## config.mk

```make
export PLATFORM = sky130hd
export DESIGN_NAME = usb_control_transfer_sequencer
export DESIGN_NICKNAME = d
export VERILOG_FILES = /design/src/rtl/uctl_pkg.sv /design/src/rtl/usb_control_transfer_sequencer.sv
export SDC_FILE = /design/constraint.sdc
export NUM_CORES = 1
export LEC_CHECK = 0
export BUFFER_PORTS_ARGS = -buffer_cell sky130_fd_sc_hd__buf_2
export CAP_MARGIN = 25
export CORE_AREA = 2 2 157 159
export DETAILED_ROUTE_END_ITERATION = 7
export DIE_AREA = 0 0 159 161
export MAX_ROUTING_LAYER = met4
export PLACE_DENSITY = 0.72
export SLEW_MARGIN = 20
export SYNTH_ARGS = -nofsm -noshare
export SYNTH_HDL_FRONTEND = slang
export SYNTH_SLANG_ARGS = --single-unit
```

## constraint.sdc

```tcl
create_clock -name clk -period 13.4 [get_ports clk]
set_input_delay 1.34 -clock clk [delete_from_list [all_inputs] [get_ports clk]]
set_output_delay 1.34 -clock clk [all_outputs]
set_load 0.1 [all_outputs]
```

## src/rtl/uctl_pkg.sv

```systemverilog
// Shared types and constants for the USB control transfer sequencer.
`default_nettype none

package uctl_pkg;

  // Largest data stage the transfer buffer holds, in bytes.
  localparam int unsigned TRANSFER_SIZE = 1024;

  localparam int unsigned CFG_W = 3;
  localparam logic [CFG_W-1:0] MPS_LOG2_MIN = 3'd3;
  localparam logic [CFG_W-1:0] MPS_LOG2_MAX = 3'd6;
  localparam logic [CFG_W-1:0] MPS_LOG2_RESET = 3'd6;

  localparam logic [7:0] REQ_SET_ADDRESS = 8'd5;
  localparam logic [7:0] REQ_TYPE_STD_DEV_OUT = 8'h00;
  localparam int unsigned DIR_BIT = 7;

  typedef enum logic [1:0] {
    CMD_BUS_RESET = 2'd0,
    CMD_SETUP     = 2'd1,
    CMD_OUT       = 2'd2,
    CMD_IN_DONE   = 2'd3
  } cmd_t;

  typedef enum logic [1:0] {
    ACT_NONE   = 2'd0,
    ACT_SEND   = 2'd1,
    ACT_ACCEPT = 2'd2,
    ACT_STALL  = 2'd3
  } action_t;

  typedef enum logic [2:0] {
    ST_IDLE       = 3'd0,
    ST_DATA_IN    = 3'd2,
    ST_LAST_IN    = 3'd3,
    ST_STATUS_IN  = 3'd4,
    ST_DATA_OUT   = 3'd5,
    ST_LAST_OUT   = 3'd6,
    ST_STATUS_OUT = 3'd7
  } stage_t;

  typedef struct packed {
    logic [1:0]  cmd;
    logic [7:0]  request_type;
    logic [7:0]  request_code;
    logic [15:0] request_value;
    logic [15:0] request_length;
    logic        setup_ok;
    logic        handled;
    logic [15:0] reply_length;
    logic        wants_completion;
    logic [9:0]  out_count;
  } in_beat_t;

endpackage

`default_nettype wire

```

## src/rtl/usb_control_transfer_sequencer.sv

```systemverilog
// Endpoint-zero control transfer sequencer: input register, stage logic, result register.
`default_nettype none

// Each event beat is held in the input register, then its result is held in the
// result register until taken.
// Throughput: one event per cycle while the result side is not stalled; all stage
// logic is one pass between the two registers, so state is ready for the next beat.
// Reset (rst, synchronous): stage idle, counters and saved request cleared,
// device address 0, max packet log2 back to 6, both registers empty.
module usb_control_transfer_sequencer (
  input  logic        clk,
  input  logic        rst,
  // configuration
  input  logic        cfg_write_en,
  input  logic [2:0]  cfg_write_data,
  // event channel
  input  logic        in_valid,
  output logic        in_ready,
  input  logic [1:0]  cmd,
  input  logic [7:0]  request_type,
  input  logic [7:0]  request_code,
  input  logic [15:0] request_value,
  input  logic [15:0] request_length,
  input  logic        setup_ok,
  input  logic        handled,
  input  logic [15:0] reply_length,
  input  logic        wants_completion,
  input  logic [9:0]  out_count,
  // result channel
  output logic        out_valid,
  input  logic        out_ready,
  output logic [1:0]  action,
  output logic [15:0] data_offset,
  output logic [6:0]  data_length,
  output logic [2:0]  stage,
  output logic [6:0]  device_address,
  output logic        complete_pulse
);
  import uctl_pkg::*;

  // ---------------------------------------------------------------------
  // Handshake: the input register refills whenever the result register
  // can take what it holds; a waiting result blocks intake only once the
  // input register also holds a beat.
  // ---------------------------------------------------------------------
  logic     ireg_valid;
  in_beat_t ireg;
  logic     out_free;
  logic     fire;

  assign out_free = !out_valid || out_ready;
  assign fire     = ireg_valid && out_free;
  assign in_ready = !ireg_valid || out_free;

  always_ff @(posedge clk) begin
    if (rst) begin
      ireg_valid <= 1'b0;
    end else if (in_ready) begin
      ireg_valid <= in_valid;
    end
  end

  always_ff @(posedge clk) begin
    if (in_valid && in_ready) begin
      ireg <= '{cmd: cmd, request_type: request_type, request_code: request_code,
                request_value: request_value, request_length: request_length,
                setup_ok: setup_ok, handled: handled, reply_length: reply_length,
                wants_completion: wants_completion, out_count: out_count};
    end
  end

  // Max packet size register; to be written by the user only while the block is quiet; the block does not enforce it.
  logic [2:0] max_packet_log2;

  always_ff @(posedge clk) begin
    if (rst) begin
      max_packet_log2 <= MPS_LOG2_RESET;
    end else if (cfg_write_en) begin
      max_packet_log2 <= cfg_write_data;
    end
  end

  // ---------------------------------------------------------------------
  // Transfer state
  // ---------------------------------------------------------------------
  stage_t      stage_reg, stage_next;
  logic [15:0] remaining_count, remaining_count_next;
  logic [15:0] buffer_offset, buffer_offset_next;
  logic        zlp_pending, zlp_pending_next;
  logic [7:0]  saved_type, saved_type_next;
  logic [7:0]  saved_code, saved_code_next;
  logic [15:0] saved_value, saved_value_next;
  logic        completion_armed, completion_armed_next;
  logic [6:0]  address_reg, address_reg_next;

  // Packet size, clamped to 8..64 bytes.
  logic [2:0]  mps_log2;
  logic [6:0]  mps;
  logic [15:0] mps16;

  assign mps_log2 = (max_packet_log2 < MPS_LOG2_MIN) ? MPS_LOG2_MIN :
                    (max_packet_log2 > MPS_LOG2_MAX) ? MPS_LOG2_MAX : max_packet_log2;
  assign mps      = 7'd1 << mps_log2;
  assign mps16    = {9'd0, mps};

  // Setup decode: reply length limited to the buffer, then to the request.
  logic        setup_in_dir;
  logic [15:0] reply_ts;
  logic [15:0] reply_len;
  logic        setup_zlp;
  logic        setup_too_long;

  assign setup_in_dir   = (ireg.request_length == 16'd0) || ireg.request_type[DIR_BIT];
  assign reply_ts       = (ireg.reply_length > 16'(TRANSFER_SIZE)) ?
                          16'(TRANSFER_SIZE) : ireg.reply_length;
  assign reply_len      = (reply_ts > ireg.request_length) ? ireg.request_length : reply_ts;
  // Short reply that ends on a packet boundary needs a zero-length packet.
  assign setup_zlp      = (reply_len < ireg.request_length) && (reply_len != 16'd0) &&
                          ((reply_len & (mps16 - 16'd1)) == 16'd0);
  assign setup_too_long = ireg.request_length > 16'(TRANSFER_SIZE);

  // Send chunk: shared by the first IN packet of a setup and later IN acks.
  logic        sc_from_setup;
  logic [15:0] sc_rem;
  logic [15:0] sc_off;
  logic        sc_zlp;
  logic        sc_full;
  logic [6:0]  sc_len;
  logic [15:0] sc_rem_next;
  logic [15:0] sc_off_next;
  logic        sc_zlp_next;
  stage_t      sc_stage;

  assign sc_from_setup = (ireg.cmd == CMD_SETUP);
  assign sc_rem      = sc_from_setup ? reply_len : remaining_count;
  assign sc_off      = sc_from_setup ? 16'd0 : buffer_offset;
  assign sc_zlp      = sc_from_setup ? setup_zlp : zlp_pending;
  assign sc_full     = sc_rem > mps16;
  assign sc_len      = sc_full ? mps : sc_rem[6:0];
  assign sc_rem_next = sc_full ? (sc_rem - mps16) : 16'd0;
  assign sc_off_next = sc_full ? (sc_off + mps16) : sc_off;
  assign sc_zlp_next = sc_full ? sc_zlp : 1'b0;
  assign sc_stage    = (sc_full || sc_zlp) ? ST_DATA_IN : ST_LAST_IN;

  // Receive chunk: expect a full packet or the remainder; extra bytes drop.
  logic [6:0]  rc_want;
  logic        rc_ok;
  logic [15:0] rc_off_next;
  logic [15:0] rc_rem_next;
  logic        rc_rem_last;

  assign rc_want     = (remaining_count < mps16) ? remaining_count[6:0] : mps;
  assign rc_ok       = ireg.out_count >= {3'd0, rc_want};
  assign rc_off_next = buffer_offset + {9'd0, rc_want};
  assign rc_rem_next = remaining_count - {9'd0, rc_want};
  assign rc_rem_last = rc_rem_next <= mps16;

  // ---------------------------------------------------------------------
  // Next state
  // ---------------------------------------------------------------------
  always_comb begin
    stage_next            = stage_reg;
    remaining_count_next  = remaining_count;
    buffer_offset_next    = buffer_offset;
    zlp_pending_next      = zlp_pending;
    saved_type_next       = saved_type;
    saved_code_next       = saved_code;
    saved_value_next      = saved_value;
    completion_armed_next = completion_armed;
    address_reg_next      = address_reg;
    case (ireg.cmd)
      CMD_BUS_RESET: begin
        stage_next            = ST_IDLE;
        remaining_count_next  = 16'd0;
        buffer_offset_next    = 16'd0;
        zlp_pending_next      = 1'b0;
        saved_type_next       = 8'd0;
        saved_code_next       = 8'd0;
        saved_value_next      = 16'd0;
        completion_armed_next = 1'b0;
        address_reg_next      = 7'd0;
      end
      CMD_SETUP: begin
        completion_armed_next = 1'b0;
        if (!ireg.setup_ok) begin
          stage_next = ST_IDLE;
        end else begin
          saved_type_next  = ireg.request_type;
          saved_code_next  = ireg.request_code;
          saved_value_next = ireg.request_value;
          if (setup_in_dir) begin
            buffer_offset_next = 16'd0;
            if (!ireg.handled) begin
              stage_next = ST_IDLE;
            end else begin
              completion_armed_next = ireg.wants_completion;
              if (ireg.request_length != 16'd0) begin
                zlp_pending_next     = sc_zlp_next;
                remaining_count_next = sc_rem_next;
                buffer_offset_next   = sc_off_next;
                stage_next           = sc_stage;
              end else begin
                remaining_count_next = 16'd0;
                stage_next           = ST_STATUS_IN;
              end
            end
          end else if (setup_too_long) begin
            stage_next = ST_IDLE;
          end else begin
            buffer_offset_next   = 16'd0;
            remaining_count_next = ireg.request_length;
            stage_next = (ireg.request_length > mps16) ? ST_DATA_OUT : ST_LAST_OUT;
          end
        end
      end
      CMD_OUT: begin
        case (stage_reg)
          ST_DATA_OUT, ST_LAST_OUT: begin
            if (!rc_ok) begin
              stage_next = ST_IDLE;
            end else begin
              buffer_offset_next   = rc_off_next;
              remaining_count_next = rc_rem_next;
              if (stage_reg == ST_DATA_OUT) begin
                stage_next = rc_rem_last ? ST_LAST_OUT : ST_DATA_OUT;
              end else if (ireg.handled) begin
                completion_armed_next = ireg.wants_completion;
                stage_next            = ST_STATUS_IN;
              end else begin
                stage_next = ST_IDLE;
              end
            end
          end
          ST_STATUS_OUT: begin
            stage_next            = ST_IDLE;
            completion_armed_next = 1'b0;
          end
          default: begin
            stage_next = ST_IDLE;
          end
        endcase
      end
      CMD_IN_DONE: begin
        case (stage_reg)
          ST_DATA_IN: begin
            remaining_count_next = sc_rem_next;
            buffer_offset_next   = sc_off_next;
            zlp_pending_next     = sc_zlp_next;
            stage_next           = sc_stage;
          end
          ST_LAST_IN: begin
            stage_next = ST_STATUS_OUT;
          end
          ST_STATUS_IN: begin
            completion_armed_next = 1'b0;
            // SET_ADDRESS takes effect only once its status stage is done.
            if (saved_type == REQ_TYPE_STD_DEV_OUT && saved_code == REQ_SET_ADDRESS) begin
              address_reg_next = saved_value[6:0];
            end
            stage_next = ST_IDLE;
          end
          default: begin
            stage_next = ST_IDLE;
          end
        endcase
      end
      default: begin
        stage_next = ST_IDLE;
      end
    endcase
  end

  // ---------------------------------------------------------------------
  // Result
  // ---------------------------------------------------------------------
  action_t     res_action;
  logic [15:0] res_offset;
  logic [6:0]  res_length;
  logic        res_pulse;

  always_comb begin
    res_action = ACT_NONE;
    res_offset = 16'd0;
    res_length = 7'd0;
    res_pulse  = 1'b0;
    case (ireg.cmd)
      CMD_SETUP: begin
        if (!ireg.setup_ok) begin
          res_action = ACT_STALL;
        end else if (setup_in_dir) begin
          if (!ireg.handled) begin
            res_action = ACT_STALL;
          end else if (ireg.request_length != 16'd0) begin
            res_action = ACT_SEND;
            res_offset = sc_off;
            res_length = sc_len;
          end else begin
            // Empty status packet for a no-data request.
            res_action = ACT_SEND;
          end
        end else if (setup_too_long) begin
          res_action = ACT_STALL;
        end
      end
      CMD_OUT: begin
        case (stage_reg)
          ST_DATA_OUT, ST_LAST_OUT: begin
            if (!rc_ok || (stage_reg == ST_LAST_OUT && !ireg.handled)) begin
              res_action = ACT_STALL;
            end else begin
              res_action = ACT_ACCEPT;
              res_offset = buffer_offset;
              res_length = rc_want;
            end
          end
          ST_STATUS_OUT: begin
            res_action = ACT_ACCEPT;
            res_pulse  = completion_armed;
          end
          default: begin
            res_action = ACT_STALL;
          end
        endcase
      end
      CMD_IN_DONE: begin
        case (stage_reg)
          ST_DATA_IN: begin
            res_action = ACT_SEND;
            res_offset = sc_off;
            res_length = sc_len;
          end
          ST_LAST_IN: begin
            res_action = ACT_NONE;
          end
          ST_STATUS_IN: begin
            res_pulse = completion_armed;
          end
          default: begin
            res_action = ACT_STALL;
          end
        endcase
      end
      default: begin
        res_action = ACT_NONE;
      end
    endcase
  end

  // ---------------------------------------------------------------------
  // Registers: state advances only on a beat that moves to the result.
  // ---------------------------------------------------------------------
  always_ff @(posedge clk) begin
    if (rst) begin
      stage_reg        <= ST_IDLE;
      remaining_count  <= 16'd0;
      buffer_offset    <= 16'd0;
      zlp_pending      <= 1'b0;
      saved_type       <= 8'd0;
      saved_code       <= 8'd0;
      saved_value      <= 16'd0;
      completion_armed <= 1'b0;
      address_reg      <= 7'd0;
    end else if (fire) begin
      stage_reg        <= stage_next;
      remaining_count  <= remaining_count_next;
      buffer_offset    <= buffer_offset_next;
      zlp_pending      <= zlp_pending_next;
      saved_type       <= saved_type_next;
      saved_code       <= saved_code_next;
      saved_value      <= saved_value_next;
      completion_armed <= completion_armed_next;
      address_reg      <= address_reg_next;
    end
  end

  always_ff @(posedge clk) begin
    if (rst) begin
      out_valid <= 1'b0;
    end else if (out_free) begin
      out_valid <= ireg_valid;
    end
  end

  always_ff @(posedge clk) begin
    if (fire) begin
      action         <= res_action;
      data_offset    <= res_offset;
      data_length    <= res_length;
      stage          <= stage_next;
      device_address <= address_reg_next;
      complete_pulse <= res_pulse;
    end
  end

  // ---------------------------------------------------------------------
  // Assertions
  // ---------------------------------------------------------------------
  a_stall_idle: assert property (@(posedge clk) disable iff (rst)
    out_valid && action == ACT_STALL |-> stage == ST_IDLE)
    else $error("stall reported with a stage other than idle");

  a_pulse_idle: assert property (@(posedge clk) disable iff (rst)
    out_valid && complete_pulse |-> stage == ST_IDLE && action != ACT_STALL)
    else $error("completion pulse outside a finished status stage");

  a_len_max: assert property (@(posedge clk) disable iff (rst)
    out_valid |-> data_length <= 7'd64)
    else $error("packet length above 64 bytes");

  a_last_in_empty: assert property (@(posedge clk) disable iff (rst)
    stage_reg == ST_LAST_IN || stage_reg == ST_STATUS_OUT |-> remaining_count == 16'd0)
    else $error("bytes left over after the last IN packet");

  a_hold_beat: assert property (@(posedge clk) disable iff (rst)
    ireg_valid && !out_free |=> ireg_valid && $stable(ireg))
    else $error("held event beat dropped or changed");

endmodule

`default_nettype wire

```

Word level (Yosys, flattened, before mapping)

Index checks and enable logic that the tools add are counted.

Add/sub/neg operators: 5
Shift-type cells: 1
Bitwise logic cells: 1
Reductions and logical operators: 30
Eq/ne operators: 24
Mux-type cells: 95
Magnitude comparators: 11

Operator list:

| operator                                                                | number |
|---|---|
| 16-bit 2-to-1 mux                                                       | 29 |
| 16-bit case mux with 4 select lines                                     | 2 |
| 7-bit 2-to-1 mux                                                        | 12 |
| 16-bit case mux with 3 select lines                                     | 1 |
| 3-bit 2-to-1 mux                                                        | 11 |
| 16-bit by 7-bit adder with 16-bit output                                | 2 |
| 16-bit by 11-bit > comparator with 1-bit output (second input constant) | 2 |
| 16-bit by 7-bit > comparator with 1-bit output                          | 2 |
| 16-bit zero test                                                        | 2 |
| 8-bit case mux with 2 select lines                                      | 2 |
| 16-bit nonzero test                                                     | 2 |
| 16-bit by 7-bit subtractor with 16-bit output                           | 2 |
| 7-bit case mux with 2 select lines                                      | 2 |
| 7-bit case mux with 3 select lines                                      | 1 |
| 1-bit 2-to-1 mux                                                        | 18 |
| 3-bit inequality test (second input constant)                           | 6 |
| 16-bit bitwise AND                                                      | 1 |
| 16-bit > comparator                                                     | 1 |
| 16-bit by 7-bit <= comparator with 1-bit output                         | 1 |
| 16-bit less-than comparator                                             | 1 |
| 16-bit by 7-bit less-than comparator with 1-bit output                  | 1 |
| 8-bit 2-to-1 mux                                                        | 2 |
| 7-bit AND reduction                                                     | 2 |
| 3-bit equality test (second input constant)                             | 4 |
| 29 further kinds                                                        | 58 |

Word-level logic and storage cells: 195
Register bits: 178
Input port bits: 87
Output and inout bits: 38

Depth between registers and ports, before layout

Depth after elaboration: 16
Depth in mapped cells: 26
Mapped depth without buffers: 25

Worst setup path after synthesis

No wires, ideal clock.

Kind: reg2reg
From: register ireg[26] (netlist name)
To: register data_length[2] (data pin)
Stages on the path, launching flop included: 27
Slack: 7.741 ns
Data required time: 13.261 ns
Arrival time: 5.520 ns
Cell sequence: edfxtp_1 nor4_1 clkbuf_1 and2_1 inv_1 ha_1 nand2_1 or4_4 a21o_4 a31o_2 buf_2 clkbuf_1 clkbuf_1 nand2_1 o21ai_0 mux2_2 ha_1 o21ai_0 a21oi_1 o211ai_1 a21oi_1 a311o_1 a211oi_4 nand2_4 buf_6 o32a_1 nor2_1

Longest elaborated chain between the ends: 12
Elaborated cells between the ends (all ways): 13
Classes of those cells: order compare (3); mux (10)

RTL lines:

| what                                            | RTL line                              | RTL |
|---|---|---|
| start, declared                                 | usb_control_transfer_sequencer.sv:47  | `in_beat_t ireg;` |
| start signal, assigned                          | usb_control_transfer_sequencer.sv:65  | `ireg <= '{cmd: cmd, request_type: request_type, request_code: request_code,` |
| 16-bit by 11-bit > comparator with 1-bit output | usb_control_transfer_sequencer.sv:114 | `assign reply_ts = (ireg.reply_length > 16'(TRANSFER_SIZE)) ?` |
| 16-bit 2-to-1 mux (*)                           | usb_control_transfer_sequencer.sv:114 |  |
| 16-bit > comparator                             | usb_control_transfer_sequencer.sv:116 | `assign reply_len = (reply_ts > ireg.request_length) ? ireg.request_length : reply_ts;` |
| 16-bit 2-to-1 mux (*)                           | usb_control_transfer_sequencer.sv:116 |  |
| 16-bit 2-to-1 mux (*)                           | usb_control_transfer_sequencer.sv:135 | `assign sc_rem = sc_from_setup ? reply_len : remaining_count;` |
| 16-bit by 7-bit > comparator with 1-bit output  | usb_control_transfer_sequencer.sv:138 | `assign sc_full = sc_rem > mps16;` |
| 7-bit 2-to-1 mux (*)                            | usb_control_transfer_sequencer.sv:139 | `assign sc_len = sc_full ? mps : sc_rem[6:0];` |
| 7-bit 2-to-1 mux                                | usb_control_transfer_sequencer.sv:293 | `end else if (ireg.request_length != 16'd0) begin` |
| 7-bit 2-to-1 mux                                | usb_control_transfer_sequencer.sv:291 | `if (!ireg.handled) begin` |
| 7-bit 2-to-1 mux                                | usb_control_transfer_sequencer.sv:290 | `end else if (setup_in_dir) begin` |
| 7-bit 2-to-1 mux                                | usb_control_transfer_sequencer.sv:288 | `if (!ireg.setup_ok) begin` |
| 7-bit case mux with 3 select lines (*)          | usb_control_transfer_sequencer.sv:286 | `case (ireg.cmd)` |
| net res_length[2]                               | usb_control_transfer_sequencer.sv:278 | `logic [6:0] res_length;` |
| end signal, assigned                            | usb_control_transfer_sequencer.sv:388 | `data_length <= res_length;` |
| end, declared                                   | usb_control_transfer_sequencer.sv:34  | `output logic [6:0] data_length,` |

The timed path passes the listed nets; every way through them passes the cells marked *.
A chain may end at the register's enable or synchronous reset.

Final worst setup path

From: register ireg[26] (netlist name)
To: register stage[0] (data pin)

Longest elaborated chain between the ends: 15
Elaborated cells between the ends (all ways): 21
Classes of those cells: order compare (4); mux (11); bitwise (1); reduce/logical (5)

RTL lines:

| what                                                         | RTL line                                                                     | RTL |
|---|---|---|
| 16-bit by 11-bit > comparator with 1-bit output              | usb_control_transfer_sequencer.sv:114                                        |  |
| 16-bit 2-to-1 mux (*)                                        | usb_control_transfer_sequencer.sv:114                                        |  |
| 16-bit > comparator                                          | usb_control_transfer_sequencer.sv:116                                        |  |
| 16-bit 2-to-1 mux (*)                                        | usb_control_transfer_sequencer.sv:116                                        |  |
| 16-bit less-than comparator, or another cell as far along    | usb_control_transfer_sequencer.sv:118                                        | `assign setup_zlp = (reply_len < ireg.request_length) && (reply_len != 16'd0) &&` |
| 1-bit logical AND / 16-bit zero test (equally long branches) | usb_control_transfer_sequencer.sv:118, usb_control_transfer_sequencer.sv:119 |  |
| 1-bit logical AND                                            | usb_control_transfer_sequencer.sv:118                                        |  |
| 1-bit 2-to-1 mux                                             | usb_control_transfer_sequencer.sv:137                                        | `assign sc_zlp = sc_from_setup ? setup_zlp : zlp_pending;` |
| 1-bit logical OR (*)                                         | usb_control_transfer_sequencer.sv:143                                        | `assign sc_stage = (sc_full \|\| sc_zlp) ? ST_DATA_IN : ST_LAST_IN;` |
| 1-bit 2-to-1 mux (*)                                         | usb_control_transfer_sequencer.sv:143                                        |  |
| 3-bit 2-to-1 mux                                             | usb_control_transfer_sequencer.sv:197                                        | `if (ireg.request_length != 16'd0) begin` |
| 3-bit 2-to-1 mux                                             | usb_control_transfer_sequencer.sv:193                                        | `if (!ireg.handled) begin` |
| 3-bit 2-to-1 mux                                             | usb_control_transfer_sequencer.sv:191                                        | `if (setup_in_dir) begin` |
| 3-bit 2-to-1 mux                                             | usb_control_transfer_sequencer.sv:185                                        | `if (!ireg.setup_ok) begin` |
| 3-bit case mux with 4 select lines (*)                       | usb_control_transfer_sequencer.sv:171                                        | `case (ireg.cmd)` |
| net stage_next[0]                                            | usb_control_transfer_sequencer.sv:86                                         | `stage_t stage_reg, stage_next;` |
| end signal, assigned                                         | usb_control_transfer_sequencer.sv:389                                        | `stage <= stage_next;` |
| end, declared                                                | usb_control_transfer_sequencer.sv:35                                         | `output logic [2:0] stage,` |

Marked as above.

==> impl_metrics.env <==
export IMPL_status="complete, no violations"
export IMPL_layoutNonFillerInstCount=1645
export IMPL_synth_area_um2=11300
export IMPL_ys_types=88
export IMPL_grt_pass1_wl_um=47000
export IMPL_fill_cells=2212
export IMPL_multi_input_area_um2=6280
export IMPL_power_density_nw_per_um2=109
export IMPL_start_util=0.471
export IMPL_reg2reg_depth=20
export IMPL_whs_ps=455
export IMPL_core_region_area_um2=24000
export IMPL_largest_reg_flops=70
export IMPL_setup_viol=0
export IMPL_seqCellArea_um2=4620
export IMPL_clk_pin_slew_ps=70
export IMPL_design_area_um2=12700
export IMPL_cts_tree="yes"
export IMPL_p_leak_nw=5.04
export IMPL_track_usage=0.237
export IMPL_io_buffers=115
export IMPL_avgRoutedWirePerCell_um=17.9
export IMPL_cts_setup_buffers=0
export IMPL_placed_cells=1612
export IMPL_ctsHoldBuffers=0
export IMPL_cts_sinks=178
export IMPL_ys_seq_area_frac=0.410
export IMPL_worstHoldEndpoint="address_reg[2]"
export IMPL_synth_edf_count=106
export IMPL_place_gp_congestion=0.963
export IMPL_r2r_slack_ps=6840
export IMPL_drive_above_1_share=0.150
export IMPL_dpl_cell_area_um2=12200
export IMPL_grt_ovfl_total=0
export IMPL_hold_class="reg -> reg"
export IMPL_antenna_found_initial=0
export IMPL_grt_pass1_vias=9295
export IMPL_yosysWarnings=0
export IMPL_via_per_inst=5.90
export IMPL_synthFlopType="edfxtp_1"
export IMPL_hold_viol=0
export IMPL_tightestPinTransition_ps=1030
export IMPL_regMostFlops="ireg"
export IMPL_async_flop_share=0
export IMPL_dieHeight_um=161
export IMPL_drc=0
export IMPL_fmax_mhz=152
export IMPL_rsz0062_at_grt="no"
export IMPL_crit_path_max_fanout=25
export IMPL_syn2layout_area_growth_pct=12.9
export IMPL_std_cell_rows=57
export IMPL_io_pin_count=125
export IMPL_skew_ps=14.5
export IMPL_cts_buffer_depth=2
export IMPL_finalSetupTns_ps=0
export IMPL_period_needed_ps=6560
export IMPL_final_max_slew_viol_count=0
export IMPL_cp_end_kind="flip-flop"
export IMPL_dieArea_um2=25600
export IMPL_ant_nets=0
export IMPL_cp_data_arrival_time_ps=6800
export IMPL_fin_nets=1489
export IMPL_die_width_um=159
export IMPL_relSlewSlack=0.316
export IMPL_drv_cap=0
export IMPL_hpwl_um=21400
export IMPL_layout_commonest_cell="buf_2"
export IMPL_cts_resized=0
export IMPL_antenna_cells=0
export IMPL_period_share=0.490
export IMPL_drtIter0Drc=987
export IMPL_htree_num_levels=4
export IMPL_vdd_drop_max_v=0.0000866
export IMPL_synth_seq_cells=178
export IMPL_cp_start_kind="flip-flop"
export IMPL_final_cell_mix="116 x buf_2, 115 x nor2_1, 106 x nand2_1, 106 x edfxtp_1, 89 x ha_1"
export IMPL_cts_buffers=17
export IMPL_r2r_end="stage[0]"
export IMPL_netlist_instances=1202
export IMPL_worstHoldStart="address_reg[2]"
export IMPL_cp_required_ps=13640
export IMPL_grt_start_max_net_pins=71
export IMPL_worstSkewPairLatency_ps=440
export IMPL_num_vias=9703
export IMPL_total_power_mw=1.39
export IMPL_first_pass_iters=8
export IMPL_hold_depth=2
export IMPL_clock_tree_root_cell="clkbuf_16"
export IMPL_path_class="reg -> reg"
export IMPL_synth_area_per_cell_um2=9.39
export IMPL_rr_startpoint="ireg[26]"
export IMPL_wirelength_um=29400
## cells in the mapped netlist (all sizes together) (16+ instances only)
master / count / share of area
nor3: 29 / 0.014
a22oi: 25 / 0.017
inv: 60 / 0.020
mux2i: 26 / 0.024
nor2b: 20 / 0.011
ha: 90 / 0.10
dfxtp: 72 / 0.13
a21oi: 76 / 0.034
nand2: 107 / 0.036
nor2: 116 / 0.039
nand2b: 17 / 0.0094
o21ai: 69 / 0.031
and3: 19 / 0.011
a31oi: 16 / 0.010
nor4: 16 / 0.011
edfxtp: 106 / 0.28
and2: 22 / 0.012
clkbuf: 44 / 0.015
nand3: 27 / 0.012
## area by class of cell
cell class                 instances  share of cell area
multi-input combinational        927               0.493
sequential                       178               0.363
tap                              324              0.0318
inverter                          60              0.0177
clock buffer                      20              0.0360
timing repair buffer             124              0.0503
clock inverter                    12             0.00776
## worst max-delay path, stage by stage (launching register included)
cell,delay (ps)
edfxtp_1,360
nor4_1,280
buf_4,200
and2_1,230
inv_1,120
ha_1,310
nand4_1,110
nor4_2,600
a31o_2,540
mux2i_1,420
a21oi_1,200
ha_1,370
o21ai_0,260
a21oi_1,120
o211ai_1,230
a21oi_1,130
a311o_1,410
a211oi_4,440
nand2_4,330
or3_1,390
a21oi_1,270
## stage by stage
stage / util / setup slack (ps)
floorplan: - / 7740
global placement: 0.508 / 7050
detailed placement: 0.508 / 7020
CTS: 0.531 / 6960
global route: 0.531 / 6310
finish: 0.531 / 6840
## routing by layer
metal | wire (um) | track usage
met1 | 12700 | 0.303
met2 | 13400 | 0.370
met3 | 2290 | 0.0406
met4 | 1050 | 0.106
met5 | 0 | -
## worst max-delay path by stage
stage / start / end / slack, ps / cells after the start
global placement: ireg[26] / stage[0] / 7050 / 20
floorplan: ireg[26] / data_length[2] / 7740 / 26
detailed placement: max_packet_log2[2] / stage[0] / 7020 / 22
CTS: max_packet_log2[2] / stage[0] / 6960 / 22
finish: ireg[26] / stage[0] / 6840 / 20
global route: ireg[21] / stage[0] / 6310 / 19
## power by group
| part | internal [mW] | total (mW) | leakage, nW | switching (mW) |
|---|---|---|---|---|
| logic | 0.0999 | 0.297 | 3.17 | 0.197 |
| registers | 0.601 | 0.615 | 1.60 | 0.0143 |
| clock network | 0.252 | 0.481 | 0.269 | 0.229 |
| total | 0.953 | 1.39 | 5.04 | 0.440 |
## cell families after synthesis
| logic type | Yosys count | share of synthesized area |
|---|---|---|
| XOR/XNOR | 26 | 0.0202 |
| flip-flops | 178 | 0.410 |
| adder cells (fa/ha/maj) | 94 | 0.107 |
| AO/OA/AOI/OAI | 329 | 0.203 |
| multiplexers | 32 | 0.0302 |
| AND/OR/NAND/NOR | 425 | 0.189 |
| other | 2 | 0.000666 |
| buffers and inverters | 116 | 0.0400 |
Power figures use the tool's default switching activity.
